## src/rtl/r2nv_pkg.sv

```systemverilog
package r2nv_pkg;

	// Frame geometry limits.
	localparam int MAX_WIDTH  = 4096;
	localparam int MAX_HEIGHT = 4096;
	localparam int MIN_DIM    = 16;

	// Configuration register width and counter widths.
	localparam int DIM_W = 13;
	localparam int COL_W = $clog2(MAX_WIDTH);
	localparam int ROW_W = $clog2(MAX_HEIGHT);

	// One line buffer entry per horizontal pixel pair.
	localparam int LINE_DEPTH = MAX_WIDTH / 2;
	localparam int LINE_AW    = $clog2(LINE_DEPTH);

	// Per-pixel chroma term and packed pair sum (U in the low half, V above).
	localparam int TERM_W = 9;
	localparam int PAIR_W = 2 * TERM_W;

	// Configuration register indexes.
	localparam int CFG_IDX_W = 1;
	localparam logic [CFG_IDX_W-1:0] CFG_FRAME_WIDTH  = 1'd0;
	localparam logic [CFG_IDX_W-1:0] CFG_FRAME_HEIGHT = 1'd1;

	localparam logic [DIM_W-1:0] WIDTH_RESET  = 13'd1920;
	localparam logic [DIM_W-1:0] HEIGHT_RESET = 13'd1080;

	// Position of a pixel within its frame, as the chroma logic needs it.
	typedef struct packed {
		logic               col_odd;
		logic               row_odd;
		logic               frame_end;
		logic [LINE_AW-1:0] idx;
	} pos_t;

	// Line buffer write request.
	typedef struct packed {
		logic               en;
		logic [LINE_AW-1:0] addr;
		logic [PAIR_W-1:0]  data;
	} line_wr_t;

endpackage

```

## src/rtl/r2nv_csc.sv

```systemverilog
module r2nv_csc import r2nv_pkg::*; (
	input  logic              clk,
	input  logic              en,
	input  logic [7:0]        red,
	input  logic [7:0]        green,
	input  logic [7:0]        blue,
	output logic [7:0]        luma_s2,
	output logic [TERM_W-1:0] cb_s2,
	output logic [TERM_W-1:0] cr_s2
);

	logic [15:0] y_sum;
	logic [8:0]  y_off;
	logic [15:0] u_sum;
	logic [15:0] v_sum;

	// All three sums stay non-negative (the chroma sums thanks to the 128*256
	// bias), so plain unsigned arithmetic gives the floor shift.
	assign y_sum = 16'(16'd66 * red) + 16'(16'd129 * green) + 16'(16'd25 * blue) + 16'd128;
	assign y_off = 9'(y_sum[15:8]) + 9'd16;
	assign u_sum = 16'd32896 + 16'(16'd112 * blue) - 16'(16'd38 * red) - 16'(16'd74 * green);
	assign v_sum = 16'd32896 + 16'(16'd112 * red) - 16'(16'd94 * green) - 16'(16'd18 * blue);

	always_ff @(posedge clk) begin
		if (en) begin
			luma_s2 <= y_off[8] ? 8'hFF : y_off[7:0];
			cb_s2   <= TERM_W'(u_sum[15:8]);
			cr_s2   <= TERM_W'(v_sum[15:8]);
		end
	end

endmodule

```

## config.mk

```make
export PLATFORM = sky130hd
export DESIGN_NAME = r2nv_csc
export DESIGN_NICKNAME = d
export VERILOG_FILES = /design/src/rtl/r2nv_pkg.sv /design/src/rtl/r2nv_csc.sv
export SDC_FILE = /design/constraint.sdc
export NUM_CORES = 1
export LEC_CHECK = 0
export BUFFER_PORTS_ARGS = -buffer_cell sky130_fd_sc_hd__buf_2
export CAP_MARGIN = 5
export CORE_ASPECT_RATIO = 0.7
export CORE_MARGIN = 2
export CORE_UTILIZATION = 40
export CTS_CLUSTER_SIZE = 25
export DETAILED_ROUTE_END_ITERATION = 8
export GPL_TIMING_DRIVEN = 0
export HOLD_SLACK_MARGIN = 0.03
export PLACE_DENSITY = 0.6
export SLEW_MARGIN = 20
export SYNTH_ARGS = -nofsm -noshare
export SYNTH_HDL_FRONTEND = slang
export SYNTH_SLANG_ARGS = --single-unit
```

## constraint.sdc

```tcl
create_clock -name clk -period 7 [get_ports clk]
set_input_delay 1.4 -clock clk [delete_from_list [all_inputs] [get_ports clk]]
set_output_delay 1.4 -clock clk [all_outputs]
set_load 0.1 [all_outputs]
```

==> run_results.csv <==
group,metric,value,unit
grt,grt_pass1_wl,28600,um
sta,slew_viol_final,0,
sta,slew_headroom,55.8,%
die,start_util,40.8,%
die,core_area,0.0198,mm2
routing,avgRoutedWirePerCell,14.7,um
routing,postRouteAntennaNets,0,
place,dp_slack,-0.636,ns
cells_and_area,seq_area,721,um2
setup_path,criticalPathCategory,"in -> reg",
cells_and_area,drive_gt1_share,9.91,%
clock_network,cts_buffers,3,
setup_path,crit_fanout,8,
routing,vias_per_cell,4.89,
clock_network,cts_root_buf,"clkbuf_16",
logic_synthesis,synth_most_common_cell,"ha_1",
clock_network,cts_htree_levels,1,
clock_network,cts_tree,"built",
routing,wl,17100,um
sta,period_needed,6.84,ns
logic_synthesis,ys.flop_type,"edfxtp_1",
setup_path,setup.worst_path.end,"luma_s2[5]$_SDFFCE_PP1P_",
sta,fin_ws,0.162,ns
routing,vias,5707,
sta,final-setup-viol-count,0,
place,place.gp.congestion,0.844,
place,io_buffer_count,49,
die,rows,43,
grt,antenna_found_initial,0,
die,io_pins,52,
logic_synthesis,synth_common_cells,"ha_1 (226), inv_1 (180), fa_1 (87)",
cells_and_area,antenna_cells,0,
logic_synthesis,synth_top_area_share,35.0,%
grt,grt_max_degree,25,
logic_synthesis,ys_seq_elements,24,
logic_synthesis,synth-edff-count,24,
grt,track_usage,17.1,%
sta,hold_viol_final,0,
sta,min_period_over_period,97.7,%
die,die_area,0.0214,mm2
cells_and_area,num-nets-final,1238,
sta,max_freq,146,MHz
routing,drc,0,
logic_synthesis,ys_seq_area_share,8.92,%
logic_synthesis,async_reset_ff_share,0,%
clock_network,clkSlewWorstSetupHoldPaths,0.08,ns
logic_synthesis,post_synth.cell_area_avg,9.66,um2
routing,dr.first_iter.drc_count,237,
setup_path,start_kind,"input pin",
clock_network,clk_path_buf_depth,2,
setup_path,required,7.02,ns
cells_and_area,fin_util,45.0,%
setup_path,end_kind,"flop",
cells_and_area,fillers,1948,
logic_synthesis,syn_area,0.00808,mm2
logic_synthesis,synth.distinct_cells,57,
worst_hold_path,min_path_type,"in -> reg",
place,hpwl,14800,um
grt,gr-total-overflow,0,
setup_path,worstSetupStartpoint,"red[2]",
sta,worstMarginPinSlew,0.663,ns
cells_and_area,areaGrowthSynthToFinish,10.1,%
routing,dr.pass1.iters,4,
die,die_w,174,um
status,status,"finished clean",
die,fp.dieH,123,um
logic_synthesis,synth_area_leaders,"ha_1 (35%), fa_1 (22%), edfxtp_1 (8.9%), inv_1 (8.4%), xnor2_1 (4.6%)",
cells_and_area,multi_input_area,0.00675,mm2
setup_path,critPathArrivalTime,6.86,ns
clock_network,cts_hold_buffers,0,
grt,grt_pass1_vias,5549,
logic_synthesis,yosys_warnings,0,
job,max-cap-violations,0,
logic_synthesis,syn_inst,837,
clock_network,clkSinkCount,24,
logic_synthesis,synth_area_leader_cell,"ha_1",
-- per-layer routing --
| layer | track usage, % | vias to the layer above | wire length (um) |
|---|---|---|---|
| met5 | 0 | - | 0 |
| met4 | 1.68 | 0 | 138 |
| met3 | 3.01 | 13 | 699 |
| met2 | 25.5 | 105 | 6870 |
| met1 | 26.4 | 2646 | 9420 |
| li1 | - | 2943 | - |
-- registers in the layout (all words and copies together) (netlist names) --
| signal | count |
|---|---|
| cr_s2 | 8 |
| luma_s2 | 8 |
| cb_s2 | 8 |
-- final cells by class --
type                            count  area share [%]
Clock buffer                        3           0.843
Inverter                          180            7.68
Timing Repair Buffer               56            3.51
Tap cell                          270            3.80
Sequential cell                    24            8.10
Buffer                              3           0.225
Clock inverter                      1          0.0422
Multi-Input combinational cell    631            75.8
-- worst min-delay path by stage --
stage | from | slack [ns] | end | depth (start not counted)
final | en | 1.68 | cr_s2[2]$_DFFE_PP_ | 1
after global routing | en | 1.72 | cr_s2[2]$_DFFE_PP_ | 1
after CTS | en | 1.72 | cr_s2[2]$_DFFE_PP_ | 1
after detailed placement | en | 2.02 | cr_s2[3]$_DFFE_PP_ | 1
after global placement | en | 2.01 | cr_s2[2]$_DFFE_PP_ | 1
after floorplan | en | 1.51 | cb_s2[0]$_DFFE_PP_ | 0
-- what timing repair did --
item / 4_1_cts / 5_1_grt
pin swaps: 1 / 6
gates resized for setup: 6 / 21
buffers inserted: 1 / 6
endpoints found under the setup margin: 8 / 11
-- critical path, cell delays in order --
cell and delay, ns:
buf_4 0.17, ha_1 0.31, ha_1 0.28, ha_2 0.18
inv_1 0.06, fa_2 0.39, xnor2_2 0.14, ha_1 0.28
fa_1 0.45, fa_1 0.49, inv_1 0.06, fa_1 0.53
inv_1 0.04, ha_1 0.19, ha_1 0.35, o21a_1 0.23
or2_2 0.29, nand2_1 0.09, nor3_1 0.06, or2_2 0.28
ha_2 0.20, and3_4 0.18, or2_1 0.21
-- logic make-up after synthesis --
logic type / share of synthesized area (%)
other: 0.0464
adder cells (fa/ha/maj): 56.5
XOR/XNOR: 7.04
AND/OR/NAND/NOR: 7.93
AO/OA/AOI/OAI: 10.8
buffers and inverters: 8.61
multiplexers: 0.124
flip-flops: 8.92
-- layout by cell type (no fill, tap or decap), drive strengths merged, types with 17 or more instances in the layout --
cell type / count
nand2: 26
a21oi: 36
ha: 226
buf: 55
inv: 178
o21ai: 22
xor2: 23
fa: 87
xnor2: 42
edfxtp: 24
nor2: 25
a21o: 17
-- metrics by stage --
stage	instance area, um2	std cells	hold slack, ns	TNS [ns]
after floorplan	8090	838	1.51	0
after global placement	8670	1157	2.01	-4.68
after detailed placement	8670	1157	2.02	-4.49
after CTS	8770	1162	1.72	0
after global routing	8900	1168	1.72	-0.0357
final	8900	1168	1.68	0
Power is not shown: default switching activity piles up to over one toggle a cycle in this logic, so the estimate is an artifact.
