## config.mk

```make
export PLATFORM = sky130hd
export DESIGN_NAME = r2nv_position
export DESIGN_NICKNAME = d
export VERILOG_FILES = /design/src/rtl/r2nv_pkg.sv /design/src/rtl/r2nv_position.sv
export SDC_FILE = /design/constraint.sdc
export NUM_CORES = 1
export LEC_CHECK = 0
export BUFFER_PORTS_ARGS = -buffer_cell sky130_fd_sc_hd__buf_4
export CORE_MARGIN = 1.5
export CORE_UTILIZATION = 40
export DETAILED_ROUTE_END_ITERATION = 8
export HOLD_SLACK_MARGIN = 0.05
export PLACE_DENSITY = 0.67
export REMOVE_ABC_BUFFERS = 1
export SLEW_MARGIN = 20
export SYNTH_ARGS = -nofsm -noshare
export SYNTH_HDL_FRONTEND = slang
export SYNTH_SLANG_ARGS = --single-unit
export TNS_END_PERCENT = 50
```

## constraint.sdc

```tcl
create_clock -name clk -period 6.4 [get_ports clk]
set_clock_uncertainty 0.15 [all_clocks]
set_input_delay 0.32 -clock clk [delete_from_list [all_inputs] [get_ports clk]]
set_output_delay 0.32 -clock clk [all_outputs]
set_load 0.05 [all_outputs]
```

## src/rtl/r2nv_pkg.sv

```systemverilog
package r2nv_pkg;

	// Frame geometry limits.
	localparam int MAX_WIDTH  = 4096;
	localparam int MAX_HEIGHT = 4096;
	localparam int MIN_DIM    = 16;

	// Configuration register width and counter widths.
	localparam int DIM_W = 13;
	localparam int COL_W = $clog2(MAX_WIDTH);
	localparam int ROW_W = $clog2(MAX_HEIGHT);

	// One line buffer entry per horizontal pixel pair.
	localparam int LINE_DEPTH = MAX_WIDTH / 2;
	localparam int LINE_AW    = $clog2(LINE_DEPTH);

	// Per-pixel chroma term and packed pair sum (U in the low half, V above).
	localparam int TERM_W = 9;
	localparam int PAIR_W = 2 * TERM_W;

	// Configuration register indexes.
	localparam int CFG_IDX_W = 1;
	localparam logic [CFG_IDX_W-1:0] CFG_FRAME_WIDTH  = 1'd0;
	localparam logic [CFG_IDX_W-1:0] CFG_FRAME_HEIGHT = 1'd1;

	localparam logic [DIM_W-1:0] WIDTH_RESET  = 13'd1920;
	localparam logic [DIM_W-1:0] HEIGHT_RESET = 13'd1080;

	// Position of a pixel within its frame, as the chroma logic needs it.
	typedef struct packed {
		logic               col_odd;
		logic               row_odd;
		logic               frame_end;
		logic [LINE_AW-1:0] idx;
	} pos_t;

	// Line buffer write request.
	typedef struct packed {
		logic               en;
		logic [LINE_AW-1:0] addr;
		logic [PAIR_W-1:0]  data;
	} line_wr_t;

endpackage

```

## src/rtl/r2nv_position.sv

```systemverilog
module r2nv_position import r2nv_pkg::*; (
	input  logic                 clk,
	input  logic                 arst_n,
	input  logic                 cfg_we,
	input  logic [CFG_IDX_W-1:0] cfg_index,
	input  logic [DIM_W-1:0]     cfg_data,
	input  logic                 advance,
	output pos_t                 pos
);

	logic [DIM_W-1:0] width_q;
	logic [DIM_W-1:0] height_q;
	logic [COL_W-1:0] col_q;
	logic [ROW_W-1:0] row_q;
	logic [DIM_W-1:0] col_nxt;
	logic [DIM_W-1:0] row_nxt;

	// Round down to even, then saturate into the supported range.
	function automatic logic [DIM_W-1:0] clamp_dim(input logic [DIM_W-1:0] d,
	                                               input logic [DIM_W-1:0] maxv);
		logic [DIM_W-1:0] v;
		v = {d[DIM_W-1:1], 1'b0};
		if (v < DIM_W'(MIN_DIM))
			return DIM_W'(MIN_DIM);
		else if (v > maxv)
			return maxv;
		else
			return v;
	endfunction

	assign col_nxt = DIM_W'(col_q) + 1'b1;
	assign row_nxt = DIM_W'(row_q) + 1'b1;

	assign pos.col_odd   = col_q[0];
	assign pos.row_odd   = row_q[0];
	assign pos.idx       = col_q[COL_W-1:1];
	assign pos.frame_end = (DIM_W'(row_q) == height_q - 1'b1) &&
	                       (DIM_W'(col_q) == width_q - 1'b1);

	always_ff @(posedge clk or negedge arst_n) begin
		if (!arst_n) begin
			width_q  <= WIDTH_RESET;
			height_q <= HEIGHT_RESET;
		end else if (cfg_we) begin
			case (cfg_index)
				CFG_FRAME_WIDTH:  width_q  <= clamp_dim(cfg_data, DIM_W'(MAX_WIDTH));
				CFG_FRAME_HEIGHT: height_q <= clamp_dim(cfg_data, DIM_W'(MAX_HEIGHT));
				default: ;
			endcase
		end
	end

	always_ff @(posedge clk or negedge arst_n) begin
		if (!arst_n) begin
			col_q <= '0;
			row_q <= '0;
		end else if (advance) begin
			if (col_nxt >= width_q) begin
				col_q <= '0;
				row_q <= (row_nxt >= height_q) ? '0 : row_nxt[ROW_W-1:0];
			end else begin
				col_q <= col_nxt[COL_W-1:0];
			end
		end
	end

endmodule

```

==> impl_metrics.py <==
metrics = {
    "route": {
        "drc_errors": 0,
        "wl_per_cell_microns": 15.9,
        "post_drt_via_cell_ratio": 5.50,
        "first_iter_violations": 160,
        "wirelength_mm": 9.56,
        "vias": 3305,
        "firstDrtPassIters": 4,
        "ant_nets": 0,
    },
    "setup_path": {
        "start_kind": "register",
        "worstRegToRegCells": 11,
        "crit_chain": "and3_1, and3_1, nand3_1, nor3_1, xnor2_1, ha_1, a21o_1, a21oi_2, nand2b_1, a21oi_4, mux2_2",
        "reg2reg_to": "row_q[0]$_DFFE_PN0P_",
        "slowest_stage": "dfrtp_1",
        "reg2reg_from": "col_q[3]$_DFFE_PN0P_",
        "endpoint": "row_q[0]$_DFFE_PN0P_",
        "critical-path-max-stage-delay_ns": 0.54,
        "cp-end-kind": "register",
        "crit_top_cell": "and3_1",
        "cp_data_arrival_time_ns": 3.80,
        "r2r_slack_ns": 2.64,
        "crit_path_start": "col_q[3]$_DFFE_PN0P_",
        "crit_type": "reg -> reg",
        "cp_data_required_time_ns": 6.45,
        "cp_max_fo": 10,
    },
    "clocking": {
        "cts.path.max_buffers": 2,
        "cts_made_buffers": 5,
        "clk_pin_slew_ns": 0.10,
        "clock_latency_ns": 0.31,
        "cts_hold_buf": 1,
        "htree_num_levels": 2,
        "clockRootBuffer": "clkbuf_8",
        "clock-sinks": 48,
        "ctsResizeCount": 0,
        "post_cts_buffers": 0,
        "cts_tree": "done",
    },
    "logic_synthesis": {
        "synth-seq-area-share_pct": 31.0,
        "synth-edff-count": 0,
        "synthCells": 454,
        "synth_xor_area_share_pct": 10.3,
        "synth-simple-area-share_pct": 21.7,
        "ys_warn_count": 0,
        "synth-adder-area-share_pct": 8.97,
        "synth_compound_area_share_pct": 19.5,
        "ys.flop_type": "dfrtp_1",
        "synth.mux.area_fraction_pct": 3.01,
        "syn_area_sq_um": 3910,
        "synth_area_per_cell_sq_um": 8.61,
        "ys_ff_latch": 48,
        "synth_top_family_by_area": "simple AND/OR/NAND/NOR gates",
        "async_flop_share_pct": 100,
        "ys_types": 58,
    },
    "power": {
        "p_leak_nw": 1.92,
        "power_density_nw_per_um2": 272,
        "clkPwrFrac_pct": 16.7,
        "intPower_w": 0.000654,
        "p_sw_share_pct": 44.1,
        "vdd_drop_max_uv": 98.2,
        "combPwrFrac_pct": 45.4,
        "seq_power_share_pct": 37.9,
        "p_sw_w": 0.000516,
    },
    "layout": {
        "area_delta_synth_final_pct": 10.2,
        "drive_above_1_share_pct": 14.4,
        "final_util_pct": 46.0,
        "finalNonFillerCells": 601,
        "nets": 517,
        "diodes": 0,
        "num-fill-cells": 944,
    },
    "floorplan": {
        "die_area_sq_um": 10400,
        "start_util_pct": 41.7,
        "placeableCoreArea_sq_um": 9370,
        "pin_count": 32,
        "die_w_microns": 102,
        "row_count": 35,
        "die_y_microns": 102,
    },
    "placement": {
        "dp_hpwl_mm": 7.37,
        "gp_congestion": 0.817,
        "dp.cells": 592,
        "portBuffers": 30,
    },
    "sta": {
        "finalCritPeriodShare_pct": 58.7,
        "hold_viol": 0,
        "finalSetupViolCount": 0,
        "tns_ns": 0,
        "slew_viol_final": 0,
        "max_freq_ghz": 0.266,
        "rsz0062_at_grt": "false",
        "fin_crit_ns": 3.76,
        "slew_headroom_pct": 50.3,
        "tightest_slew_ns": 0.746,
    },
    "global_routing": {
        "antenna_found_initial": 0,
        "grt_pass1_wl_mm": 16.3,
        "grt_max_degree": 49,
        "grt_overflow": 0,
        "grt_usage_pct": 20.0,
        "grt_pass1_vias": 3363,
    },
    "job": {
        "max_cap_viol_count": 0,
    },
    "status": {
        "status": "completed",
    },
    "min_path": {
        "min_path_type": "in -> reg",
    },
}
-- synthesized netlist by cell type (6+ instances only) --
| cell | count | area, sq um |
|---|---|---|
| a31oi_1 | 6 | 37.5 |
| xnor2_1 | 32 | 280 |
| nor2_1 | 17 | 63.8 |
| o22ai_1 | 7 | 43.8 |
| dfrtp_1 | 40 | 1000 |
| nor3_1 | 10 | 50.1 |
| dfstp_2 | 8 | 210 |
| a21oi_1 | 12 | 60.1 |
| xor2_1 | 14 | 123 |
| mux2_2 | 6 | 67.6 |
| clkbuf_1 | 12 | 45.0 |
| nand4_1 | 8 | 50.1 |
| o21ai_0 | 32 | 160 |
| ha_1 | 28 | 350 |
| nand2_1 | 55 | 206 |
| inv_1 | 34 | 128 |
| a22o_1 | 10 | 87.6 |
| o2bb2ai_1 | 6 | 52.6 |
| and3_1 | 11 | 68.8 |
| nand2b_1 | 8 | 50.1 |
| nand3_1 | 27 | 135 |
-- worst max-delay path: cells and delay by family, from the launching register on --
| family | cells | cell delay, ns |
|---|---|---|
| XOR/XNOR | 1 | 0.18 |
| multiplexers | 1 | 0.30 |
| adder cells (fa/ha/maj) | 1 | 0.27 |
| AO/OA/AOI/OAI | 3 | 0.72 |
| AND/OR/NAND/NOR | 5 | 1.48 |
| flip-flops | 1 | 0.54 |
-- state kept, by name, indices dropped and copies added (netlist names) --
register	count
height_q	12
col_q	12
row_q	12
width_q	12
-- per-stage QoR --
step	setup WS, ns	hold WS [ns]	total power [W]	cell area (sq um)
2_1_floorplan	2.93	-0.126	0.000823	3820
3_3_place_gp	2.76	0.227	0.000959	4200
3_5_place_dp	2.73	0.236	0.000977	4200
4_1_cts	2.70	0.121	0.00118	4310
5_1_grt	2.44	0.130	0.00127	4310
6_report	2.64	0.119	0.00117	4310
-- cells by family (layout without fill, tap and decap cells) --
logic type | Yosys count | count (layout)
AND/OR/NAND/NOR | 162 | 162
AO/OA/AOI/OAI | 104 | 104
buffers and inverters | 55 | 73
flip-flops | 48 | 48
XOR/XNOR | 46 | 46
adder cells (fa/ha/maj) | 28 | 28
multiplexers | 11 | 11
-- layer usage --
metal	routed length, microns	part of all wire, %	vias up	global-route usage (%)
li1	-	-	1658	-
met1	4380	46	1588	25.6
met2	4720	49	46	34.7
met3	240	2.5	13	3.28
met4	223	2.3	0	6.01
met5	0	0	-	0
-- worst min-delay path by stage --
stage	start	end	slack, ns	depth (start not counted)
2_1_floorplan	arst_n	col_q[0]$_DFFE_PN0P_	-0.13	0
3_3_place_gp	arst_n	col_q[0]$_DFFE_PN0P_	0.23	1
3_5_place_dp	arst_n	col_q[0]$_DFFE_PN0P_	0.24	1
4_1_cts	cfg_data[3]	height_q[3]$_DFFE_PN1P_	0.12	3
5_1_grt	cfg_data[3]	height_q[3]$_DFFE_PN1P_	0.13	3
6_report	cfg_data[3]	height_q[3]$_DFFE_PN1P_	0.12	3
-- power groups by stage --
stage | Sequential, W | Clock (W) | Combinational (W)
CTS | 0.000442 | 0.000201 | 0.000533
global placement | 0.000445 | 0 | 0.000513
finish | 0.000443 | 0.000195 | 0.000531
global route | 0.000455 | 0.000215 | 0.000596
detailed placement | 0.000447 | 0 | 0.000530
floorplan | 0.000475 | 0 | 0.000348
-- placed cells by master (no fill, tap or decap), types with 11 or more instances in the layout --
cell type / count
and3_1: 11
nor2_1: 17
xnor2_1: 32
nand2_1: 55
dfrtp_1: 40
buf_4: 30
nand3_1: 27
a21oi_1: 12
xor2_1: 14
inv_1: 34
ha_1: 28
o21ai_0: 32
-- area by class of cell --
class | count | area (sq um) | area share (%)
clock buffer | 6 | 82.6 | 1.92
clock inverter | 2 | 10.0 | 0.232
inverter | 34 | 128 | 2.96
multi-input combinational | 351 | 2480 | 57.6
sequential | 48 | 1210 | 28.1
tap | 129 | 161 | 3.75
timing repair buffer | 31 | 235 | 5.46
(Power assumes the default switching activity.)
