### src/rtl/r2nv_pkg.sv
package r2nv_pkg;

	// Frame geometry limits.
	localparam int MAX_WIDTH  = 4096;
	localparam int MAX_HEIGHT = 4096;
	localparam int MIN_DIM    = 16;

	// Configuration register width and counter widths.
	localparam int DIM_W = 13;
	localparam int COL_W = $clog2(MAX_WIDTH);
	localparam int ROW_W = $clog2(MAX_HEIGHT);

	// One line buffer entry per horizontal pixel pair.
	localparam int LINE_DEPTH = MAX_WIDTH / 2;
	localparam int LINE_AW    = $clog2(LINE_DEPTH);

	// Per-pixel chroma term and packed pair sum (U in the low half, V above).
	localparam int TERM_W = 9;
	localparam int PAIR_W = 2 * TERM_W;

	// Configuration register indexes.
	localparam int CFG_IDX_W = 1;
	localparam logic [CFG_IDX_W-1:0] CFG_FRAME_WIDTH  = 1'd0;
	localparam logic [CFG_IDX_W-1:0] CFG_FRAME_HEIGHT = 1'd1;

	localparam logic [DIM_W-1:0] WIDTH_RESET  = 13'd1920;
	localparam logic [DIM_W-1:0] HEIGHT_RESET = 13'd1080;

	// Position of a pixel within its frame, as the chroma logic needs it.
	typedef struct packed {
		logic               col_odd;
		logic               row_odd;
		logic               frame_end;
		logic [LINE_AW-1:0] idx;
	} pos_t;

	// Line buffer write request.
	typedef struct packed {
		logic               en;
		logic [LINE_AW-1:0] addr;
		logic [PAIR_W-1:0]  data;
	} line_wr_t;

endpackage

### src/rtl/r2nv_chroma.sv
module r2nv_chroma import r2nv_pkg::*; (
	input  logic              clk,
	input  logic              arst_n,
	input  logic              commit,
	input  pos_t              pos,
	input  logic [TERM_W-1:0] cb,
	input  logic [TERM_W-1:0] cr,
	input  logic [PAIR_W-1:0] line,
	output line_wr_t          wr,
	output logic              chroma_valid,
	output logic [7:0]        chroma_u,
	output logic [7:0]        chroma_v
);

	logic [PAIR_W-1:0] pair_sum_q;
	logic [PAIR_W-1:0] packed_uv;
	logic [PAIR_W-1:0] pair;
	logic [TERM_W:0]   su;
	logic [TERM_W:0]   sv;

	assign packed_uv = {cr, cb};
	assign pair      = pair_sum_q + packed_uv;

	assign su = (TERM_W+1)'(line[TERM_W-1:0]) + (TERM_W+1)'(pair[TERM_W-1:0]);
	assign sv = (TERM_W+1)'(line[PAIR_W-1:TERM_W]) + (TERM_W+1)'(pair[PAIR_W-1:TERM_W]);

	// The sum of four 8-bit values shifted by two always fits eight bits.
	assign chroma_valid = pos.col_odd && pos.row_odd;
	assign chroma_u     = chroma_valid ? su[TERM_W:2] : 8'd0;
	assign chroma_v     = chroma_valid ? sv[TERM_W:2] : 8'd0;

	assign wr.en   = commit && pos.col_odd && !pos.row_odd;
	assign wr.addr = pos.idx;
	assign wr.data = pair;

	always_ff @(posedge clk or negedge arst_n) begin
		if (!arst_n)
			pair_sum_q <= '0;
		else if (commit && !pos.col_odd)
			pair_sum_q <= packed_uv;
	end

endmodule

### config.mk
export PLATFORM = sky130hd
export DESIGN_NAME = r2nv_chroma
export DESIGN_NICKNAME = d
export VERILOG_FILES = /design/src/rtl/r2nv_pkg.sv /design/src/rtl/r2nv_chroma.sv
export SDC_FILE = /design/constraint.sdc
export NUM_CORES = 1
export LEC_CHECK = 0
export ABC_AREA = 1
export BUFFER_PORTS_ARGS = -buffer_cell sky130_fd_sc_hd__buf_2
export CAP_MARGIN = 20
export CELL_PAD_IN_SITES_DETAIL_PLACEMENT = 1
export CELL_PAD_IN_SITES_GLOBAL_PLACEMENT = 2
export CORE_MARGIN = 1.5
export CORE_UTILIZATION = 26
export DETAILED_ROUTE_END_ITERATION = 12
export HOLD_SLACK_MARGIN = 0.08
export PLACE_DENSITY_LB_ADDON = 0.05
export SLEW_MARGIN = 20
export SYNTH_ARGS = -nofsm -noshare
export SYNTH_HDL_FRONTEND = slang
export SYNTH_SLANG_ARGS = --single-unit
### constraint.sdc
create_clock -name clk -period 3.58 [get_ports clk]
set_input_delay 0.179 -clock clk [delete_from_list [all_inputs] [get_ports clk]]
set_output_delay 0.179 -clock clk [all_outputs]
set_load 0.02 [all_outputs]
==> results.yml, run 1 <==
floorplan:
  initial_core_util_pct: 27.22
  core_area_mm2: 0.008848
  die_width_um: 99.25
  dieArea_mm2: 0.009851
  rows: 34
  die_height_um: 99.25
  pin_count: 100
final_layout:
  reg_top3: "pair_sum_q (18)"
  nets: 495
  multiInputGateArea_mm2: 0.001944
  fillers: 1103
  design_area_mm2: 0.003319
  area_growth_pct: 37.82
  largest_register_ffs: 18
  fin_util_pct: 37.51
  final_common_cell: "buf_2"
  drive_gt1_share_pct: 47.41
  final_cell_mix: "buf_2 (71), nand2_1 (42), inv_1 (38), a21oi_1 (23), buf_4 (23)"
  insertedDiodeCount: 0
  top_register: "pair_sum_q"
  regArea_um2: 450.4
routing:
  drtIter0Drc: 30
  viasPerCell: 4.575
  routed_wl_um: 6816
  dr.pass1.iters: 4
  route.detailed.drc: 0
  post_drt_wl_per_cell_um: 13.29
  num_vias: 2347
  antenna_left: 0
worst_setup_path:
  cp-start-kind: "register"
  worstSetupPathType: "reg2out"
  rr_worst_depth: 1
  cp_max_fo: 3
  cp.required_ps: 3400
  cp-end-kind: "output port"
  worst_ep_arrival_time_ps: 3270
  rrSetupSlack_ps: 2810
global_route:
  grt.total_usage_pct: 13.96
  grt_pass1_wl_um: 11360
  grt_start_max_net_pins: 20
  first_global_vias: 2373
  grt.overflow.total: 0
  antenna_found_initial: 0
clock_network:
  clk_pin_slew_ps: 60
  clock_latency_ps: 240
  htreeDepth: 1
  cts-root-buf: "clkbuf_8"
  cts_tree: "built"
  cts_buffers: 3
  cts_buffer_depth: 2
  clock-sinks: 18
worst_hold_path:
  min_path_type: "in2reg"
  hold_depth: 2
timing:
  min_period_over_period_pct: 96.47
  maxSlewViolCount: 0
  min_period_ps: 3453
  rsz0062_at_grt: "yes"
  clock.fmax_mhz: 289.6
  tightest_slew_ps: 765.4
  hold_slack_ps: 184.5
  hold_viol: 0
  skew_ps: 0
  slew_headroom_pct: 48.85
  finalSetupViolations: 0
placement:
  hpwl_um: 5788
  port_buffers: 76
  routabilityCongestion: 0.7583
  dpl_cell_area_mm2: 0.002870
synth:
  synth.yosys.warnings: 0
  synth_area_mm2: 0.002409
  ys_seq_elements: 18
  ys_seq_area_share_pct: 18.70
  syn_area_per_cell_um2: 7.622
  ys_types: 39
  netlist_instances: 316
  syn-num-nets: 404
pwr:
  power_density_mw_per_mm2: 572.3
  peakVddDrop_v: 0.0002656
  power.total_w: 0.001900
  power.leakage_nw: 1.687
outcome:
  status: "completed"
run:
  drv_cap: 0
[final cells by class]
cell class	instances	share of cell area (%)
Clock buffer	3	1.244
Inverter	44	4.975
Multi-Input combinational cell	241	58.58
Sequential cell	18	13.57
Tap cell	108	4.071
Timing Repair Buffer	99	17.57
[synthesized netlist by cell type]
cell type | instances | area share, %
a211oi_1 | 1 | 0.31
a21o_1 | 1 | 0.31
a21oi_1 | 33 | 6.9
a21oi_2 | 2 | 0.73
a21oi_4 | 1 | 0.68
a221oi_1 | 1 | 0.36
a31oi_1 | 1 | 0.26
and2_1 | 1 | 0.26
and2_2 | 1 | 0.31
buf_2 | 1 | 0.21
buf_4 | 11 | 3.4
buf_6 | 1 | 0.47
dfrtp_1 | 18 | 19
fa_1 | 1 | 0.83
ha_1 | 34 | 18
inv_1 | 43 | 6.7
inv_2 | 1 | 0.16
mux2_2 | 17 | 7.9
nand2_1 | 47 | 7.3
nand2_2 | 11 | 2.9
nand2_4 | 5 | 2.3
nand3_1 | 11 | 2.3
nand3_2 | 3 | 1.2
nand3b_1 | 1 | 0.31
nand4_1 | 4 | 1.0
nand4_2 | 1 | 0.52
nor2_1 | 19 | 3.0
nor2_2 | 1 | 0.26
nor2_4 | 2 | 0.93
nor3_1 | 5 | 1.0
nor4_1 | 1 | 0.26
o21a_1 | 1 | 0.31
o21ai_0 | 9 | 1.9
o21ai_1 | 6 | 1.2
o21bai_1 | 2 | 0.62
o31ai_1 | 1 | 0.31
or2_2 | 1 | 0.26
xnor2_1 | 8 | 2.9
xor2_1 | 8 | 2.9
[power by group]
part	internal (W)	leakage [nW]	switching [W]	total (W)
sequential	0.000233	0.212	0.0000157	0.000249
clock	0.0000744	0.0216	0.0000596	0.000134
combinational	0.000633	1.45	0.000884	0.00152
[stage by stage]
stage          worst slack (ps)  cells  setup TNS (ps)
2_1_floorplan             42.72    316               0
3_3_place_gp              189.0    493               0
3_5_place_dp              115.3    493               0
4_1_cts                   39.60    507               0
5_1_grt                  -103.3    513          -396.8
6_report                  126.5    513               0
[logic make-up (layout without fill, tap and decap cells)]
logic type	after synthesis	count (layout)	share of synthesized area [%]
and+or+nand+nor	114	114	24.21
xor gates and xnor gates	16	16	5.818
DFF	18	18	18.70
muxes	17	17	7.948
adders and majority gates	35	35	18.49
buffers and inverters	57	146	10.96
AOI/OAI and AO/OA	59	59	13.87
[critical path: stages, from the launching register on]
cell and delay, ps:
dfrtp_1 350, ha_2 200, inv_2 40, fa_2 350, nand3b_1 170, nand3_2 120, a21oi_4 70, o21ai_4 160
a21oi_4 80, o21ai_2 150, xor2_2 270, ha_4 260, a21oi_2 170, buf_4 130, buf_4 90, buf_4 90
nand3_1 70, nand2_1 60, nor2_1 50, buf_2 150
[path summary, 6_finish.rpt]
path	startpoint	to
worst max-delay path	pair_sum_q[0]	chroma_v[4]
worst min-delay path	cr[0]	pair_sum_q[9]
worst max register to register	pair_sum_q[16]	pair_sum_q[16]
worst min register to register	pair_sum_q[9]	pair_sum_q[9]
max in group asynchronous	arst_n	pair_sum_q[0]
min in group asynchronous	arst_n	pair_sum_q[15]
[metal layers]
metal	track usage [%]	vias up	share of wire (%)
met5	0	-	0
met3	0.5622	4	3.3
met1	20.97	1064	53
met4	3.250	0	0.62
li1	-	1227	-
met2	22.08	52	43
[what timing repair did]
item	4_1_cts	5_1_grt
hold buffers	1	0
pin swaps	6	27
setup endpoints to repair	2	9
gates resized for setup	8	56
hold endpoints to repair	18	0
buffers inserted	10	6
Note: power is estimated with default switching activity, not from simulation.
==> run 2, diff against run 1 <==
Settings changed: BUFFER_PORTS_ARGS -buffer_cell sky130_fd_sc_hd__buf_2 to unset, CORE_UTILIZATION 26 to 30, DONT_BUFFER_PORTS set to 1.
==> run 2 against run 1 <==
Non-clock buffer count decreased by 55. Count of clock-buffer cells in the layout unchanged. First-iteration DRC count decreased by 3.3%. Global-route usage increased by 1.0 points. Combinational power decreased by 11%. Maximum frequency increased by 0.86%. Wire length decreased by 6.3%. Clock power about the same. Core utilization increased by 2.5 points. Largest cell class unchanged. Highest routed layer unchanged.
==> results.yml, run 2 (same netlist as run 1, synthesis figures left out) <==
worst_setup_path:
  cp-start-kind: "register"
  reg2reg_to: "pair_sum_q[3]"
  r2r-start: "pair_sum_q[3]"
  worst_ep_arrival_time_ps: 3250
  cp.required_ps: 3400
  cp-end-kind: "output port"
  cp_max_fo: 4
  path_cells: "ha_2 -> inv_1 -> fa_2 -> nand3b_1 -> nand3_2 -> a21oi_4 -> o21ai_2 -> a21oi_4 -> o21ai_1 -> xor2_1 -> ha_1 -> inv_2 -> nor3_2 -> nand4_1 -> a21oi_1 -> buf_4"
  cp_top_family: "adder cells"
  rrSetupSlack_ps: 2790
  crit_end: "chroma_v[7]"
  slowest_stage: "dfrtp_1"
  worstSetupPathType: "reg2out"
  setup.worst_path.start: "pair_sum_q[0]"
  crit_buf_inv: 3
  worst-path-stages: 16
  cpMostUsedCell: "a21oi_4"
  rr_worst_depth: 1
  critPathMaxStageDelay_ps: 360
final_layout:
  drive_gt1_share_pct: 32.86
  nets: 440
  top_register: "pair_sum_q"
  largest_register_ffs: 18
  area_growth_pct: 28.99
  final_cell_mix: "nand2_1 (46), inv_1 (39), buf_4 (28), a21oi_1 (26), ha_1 (22)"
  insertedDiodeCount: 0
  reg_top3: "pair_sum_q (18)"
  instances_no_fill: 452
  design_area_mm2: 0.003107
  final_common_cell: "nand2_1"
floorplan:
  die_width_um: 92.60
  pin_count: 100
  initial_core_util_pct: 31.01
  core_area_mm2: 0.007767
  rows: 32
  die_height_um: 92.60
  dieArea_mm2: 0.008575
timing:
  min_period_ps: 3424
  maxSlewViolCount: 0
  hold_viol: 0
  tightest_slew_ps: 789.4
  finalSetupViolations: 0
  worst_slack_ps: 155.9
  skew_ps: 0
  slew_headroom_pct: 47.20
  clock.fmax_mhz: 292.0
  min_period_over_period_pct: 95.65
  fin_tns_setup_ps: 0
routing:
  routed_wl_um: 6390
  dr.pass1.iters: 4
  post_drt_wl_per_cell_um: 14.14
  viasPerCell: 4.765
  antenna_left: 0
  num_vias: 2154
  route.detailed.drc: 0
  drtIter0Drc: 29
placement:
  routabilityCongestion: 0.7664
  placedCellCount: 428
  place_ws_ps: 68.13
  dpl_cell_area_mm2: 0.002610
  port_buffers: 0
  hpwl_um: 5408
global_route:
  grt_pass1_wl_um: 10460
  first_global_vias: 2207
  grt_use_met3_pct: 2.874
  met1_usage_pct: 21.04
  grt_most_used_layer: "met2"
  antenna_found_initial: 0
  grt.overflow.total: 0
  grt.total_usage_pct: 14.99
  grt_use_met2_pct: 23.77
  grt_start_max_net_pins: 20
pwr:
  power_density_mw_per_mm2: 559.0
  power.leakage_nw: 1.451
  peakVddDrop_v: 0.0002689
worst_hold_path:
  min_path_type: "in2reg"
  min_from: "cr[3]"
clock_network:
  cts_buffers: 3
  cts_buffer_depth: 2
  htreeDepth: 1
  cts-root-buf: "clkbuf_8"
  cts_tree: "built"
  clk_pin_slew_ps: 60
  clock-sinks: 18
  clock_latency_ps: 240
outcome:
  status: "completed"
run:
  drv_cap: 0
## run 2: final cells by class
class	instances	area [um^2]
fillers	948	4661
multi-input cells	241	1952
flip-flops and latches	18	450.4
repair buffers	44	370.4
inverters	44	165.2
well taps	102	127.6
clock buffers	3	41.29
## run 2: through the flow
stage	power (W)	hold WS (ps)	util [%]
6_report	0.001737	87.91	40.00
5_1_grt	0.001909	87.70	40.00
4_1_cts	0.001620	81.82	36.73
3_5_place_dp	0.001435	-115.9	33.60
3_3_place_gp	0.001425	-116.0	33.60
2_1_floorplan	0.001138	-116.6	-
## run 2: repair_timing
action,CTS,global route
buffers inserted,2,4
gates resized for setup,6,41
setup endpoints to repair,3,11
hold buffers,16,0
hold endpoints to repair,33,0
gates cloned,0,0
pin swaps,4,12
## run 2: metal layers
layer | vias to the layer above | routed length, um
li1 | 1118 | -
met1 | 981 | 3080
met2 | 47 | 2866
met3 | 8 | 404
met4 | 0 | 39
met5 | - | 0
## run 2: power by group
group	total [W]	leakage (nW)	internal [W]	switching [W]
sequential	0.000253	0.212	0.000233	0.0000197
clock	0.000132	0.0216	0.0000744	0.0000579
combinational	0.00135	1.22	0.000547	0.000804
total	0.00174	1.45	0.000855	0.000881
## run 2: worst min-delay path by stage
stage / end / cells past startpoint
2_1_floorplan: pair_sum_q[0] / 0
3_3_place_gp: pair_sum_q[14] / 0
3_5_place_dp: pair_sum_q[14] / 0
4_1_cts: pair_sum_q[12] / 1
5_1_grt: pair_sum_q[12] / 1
6_report: pair_sum_q[12] / 1
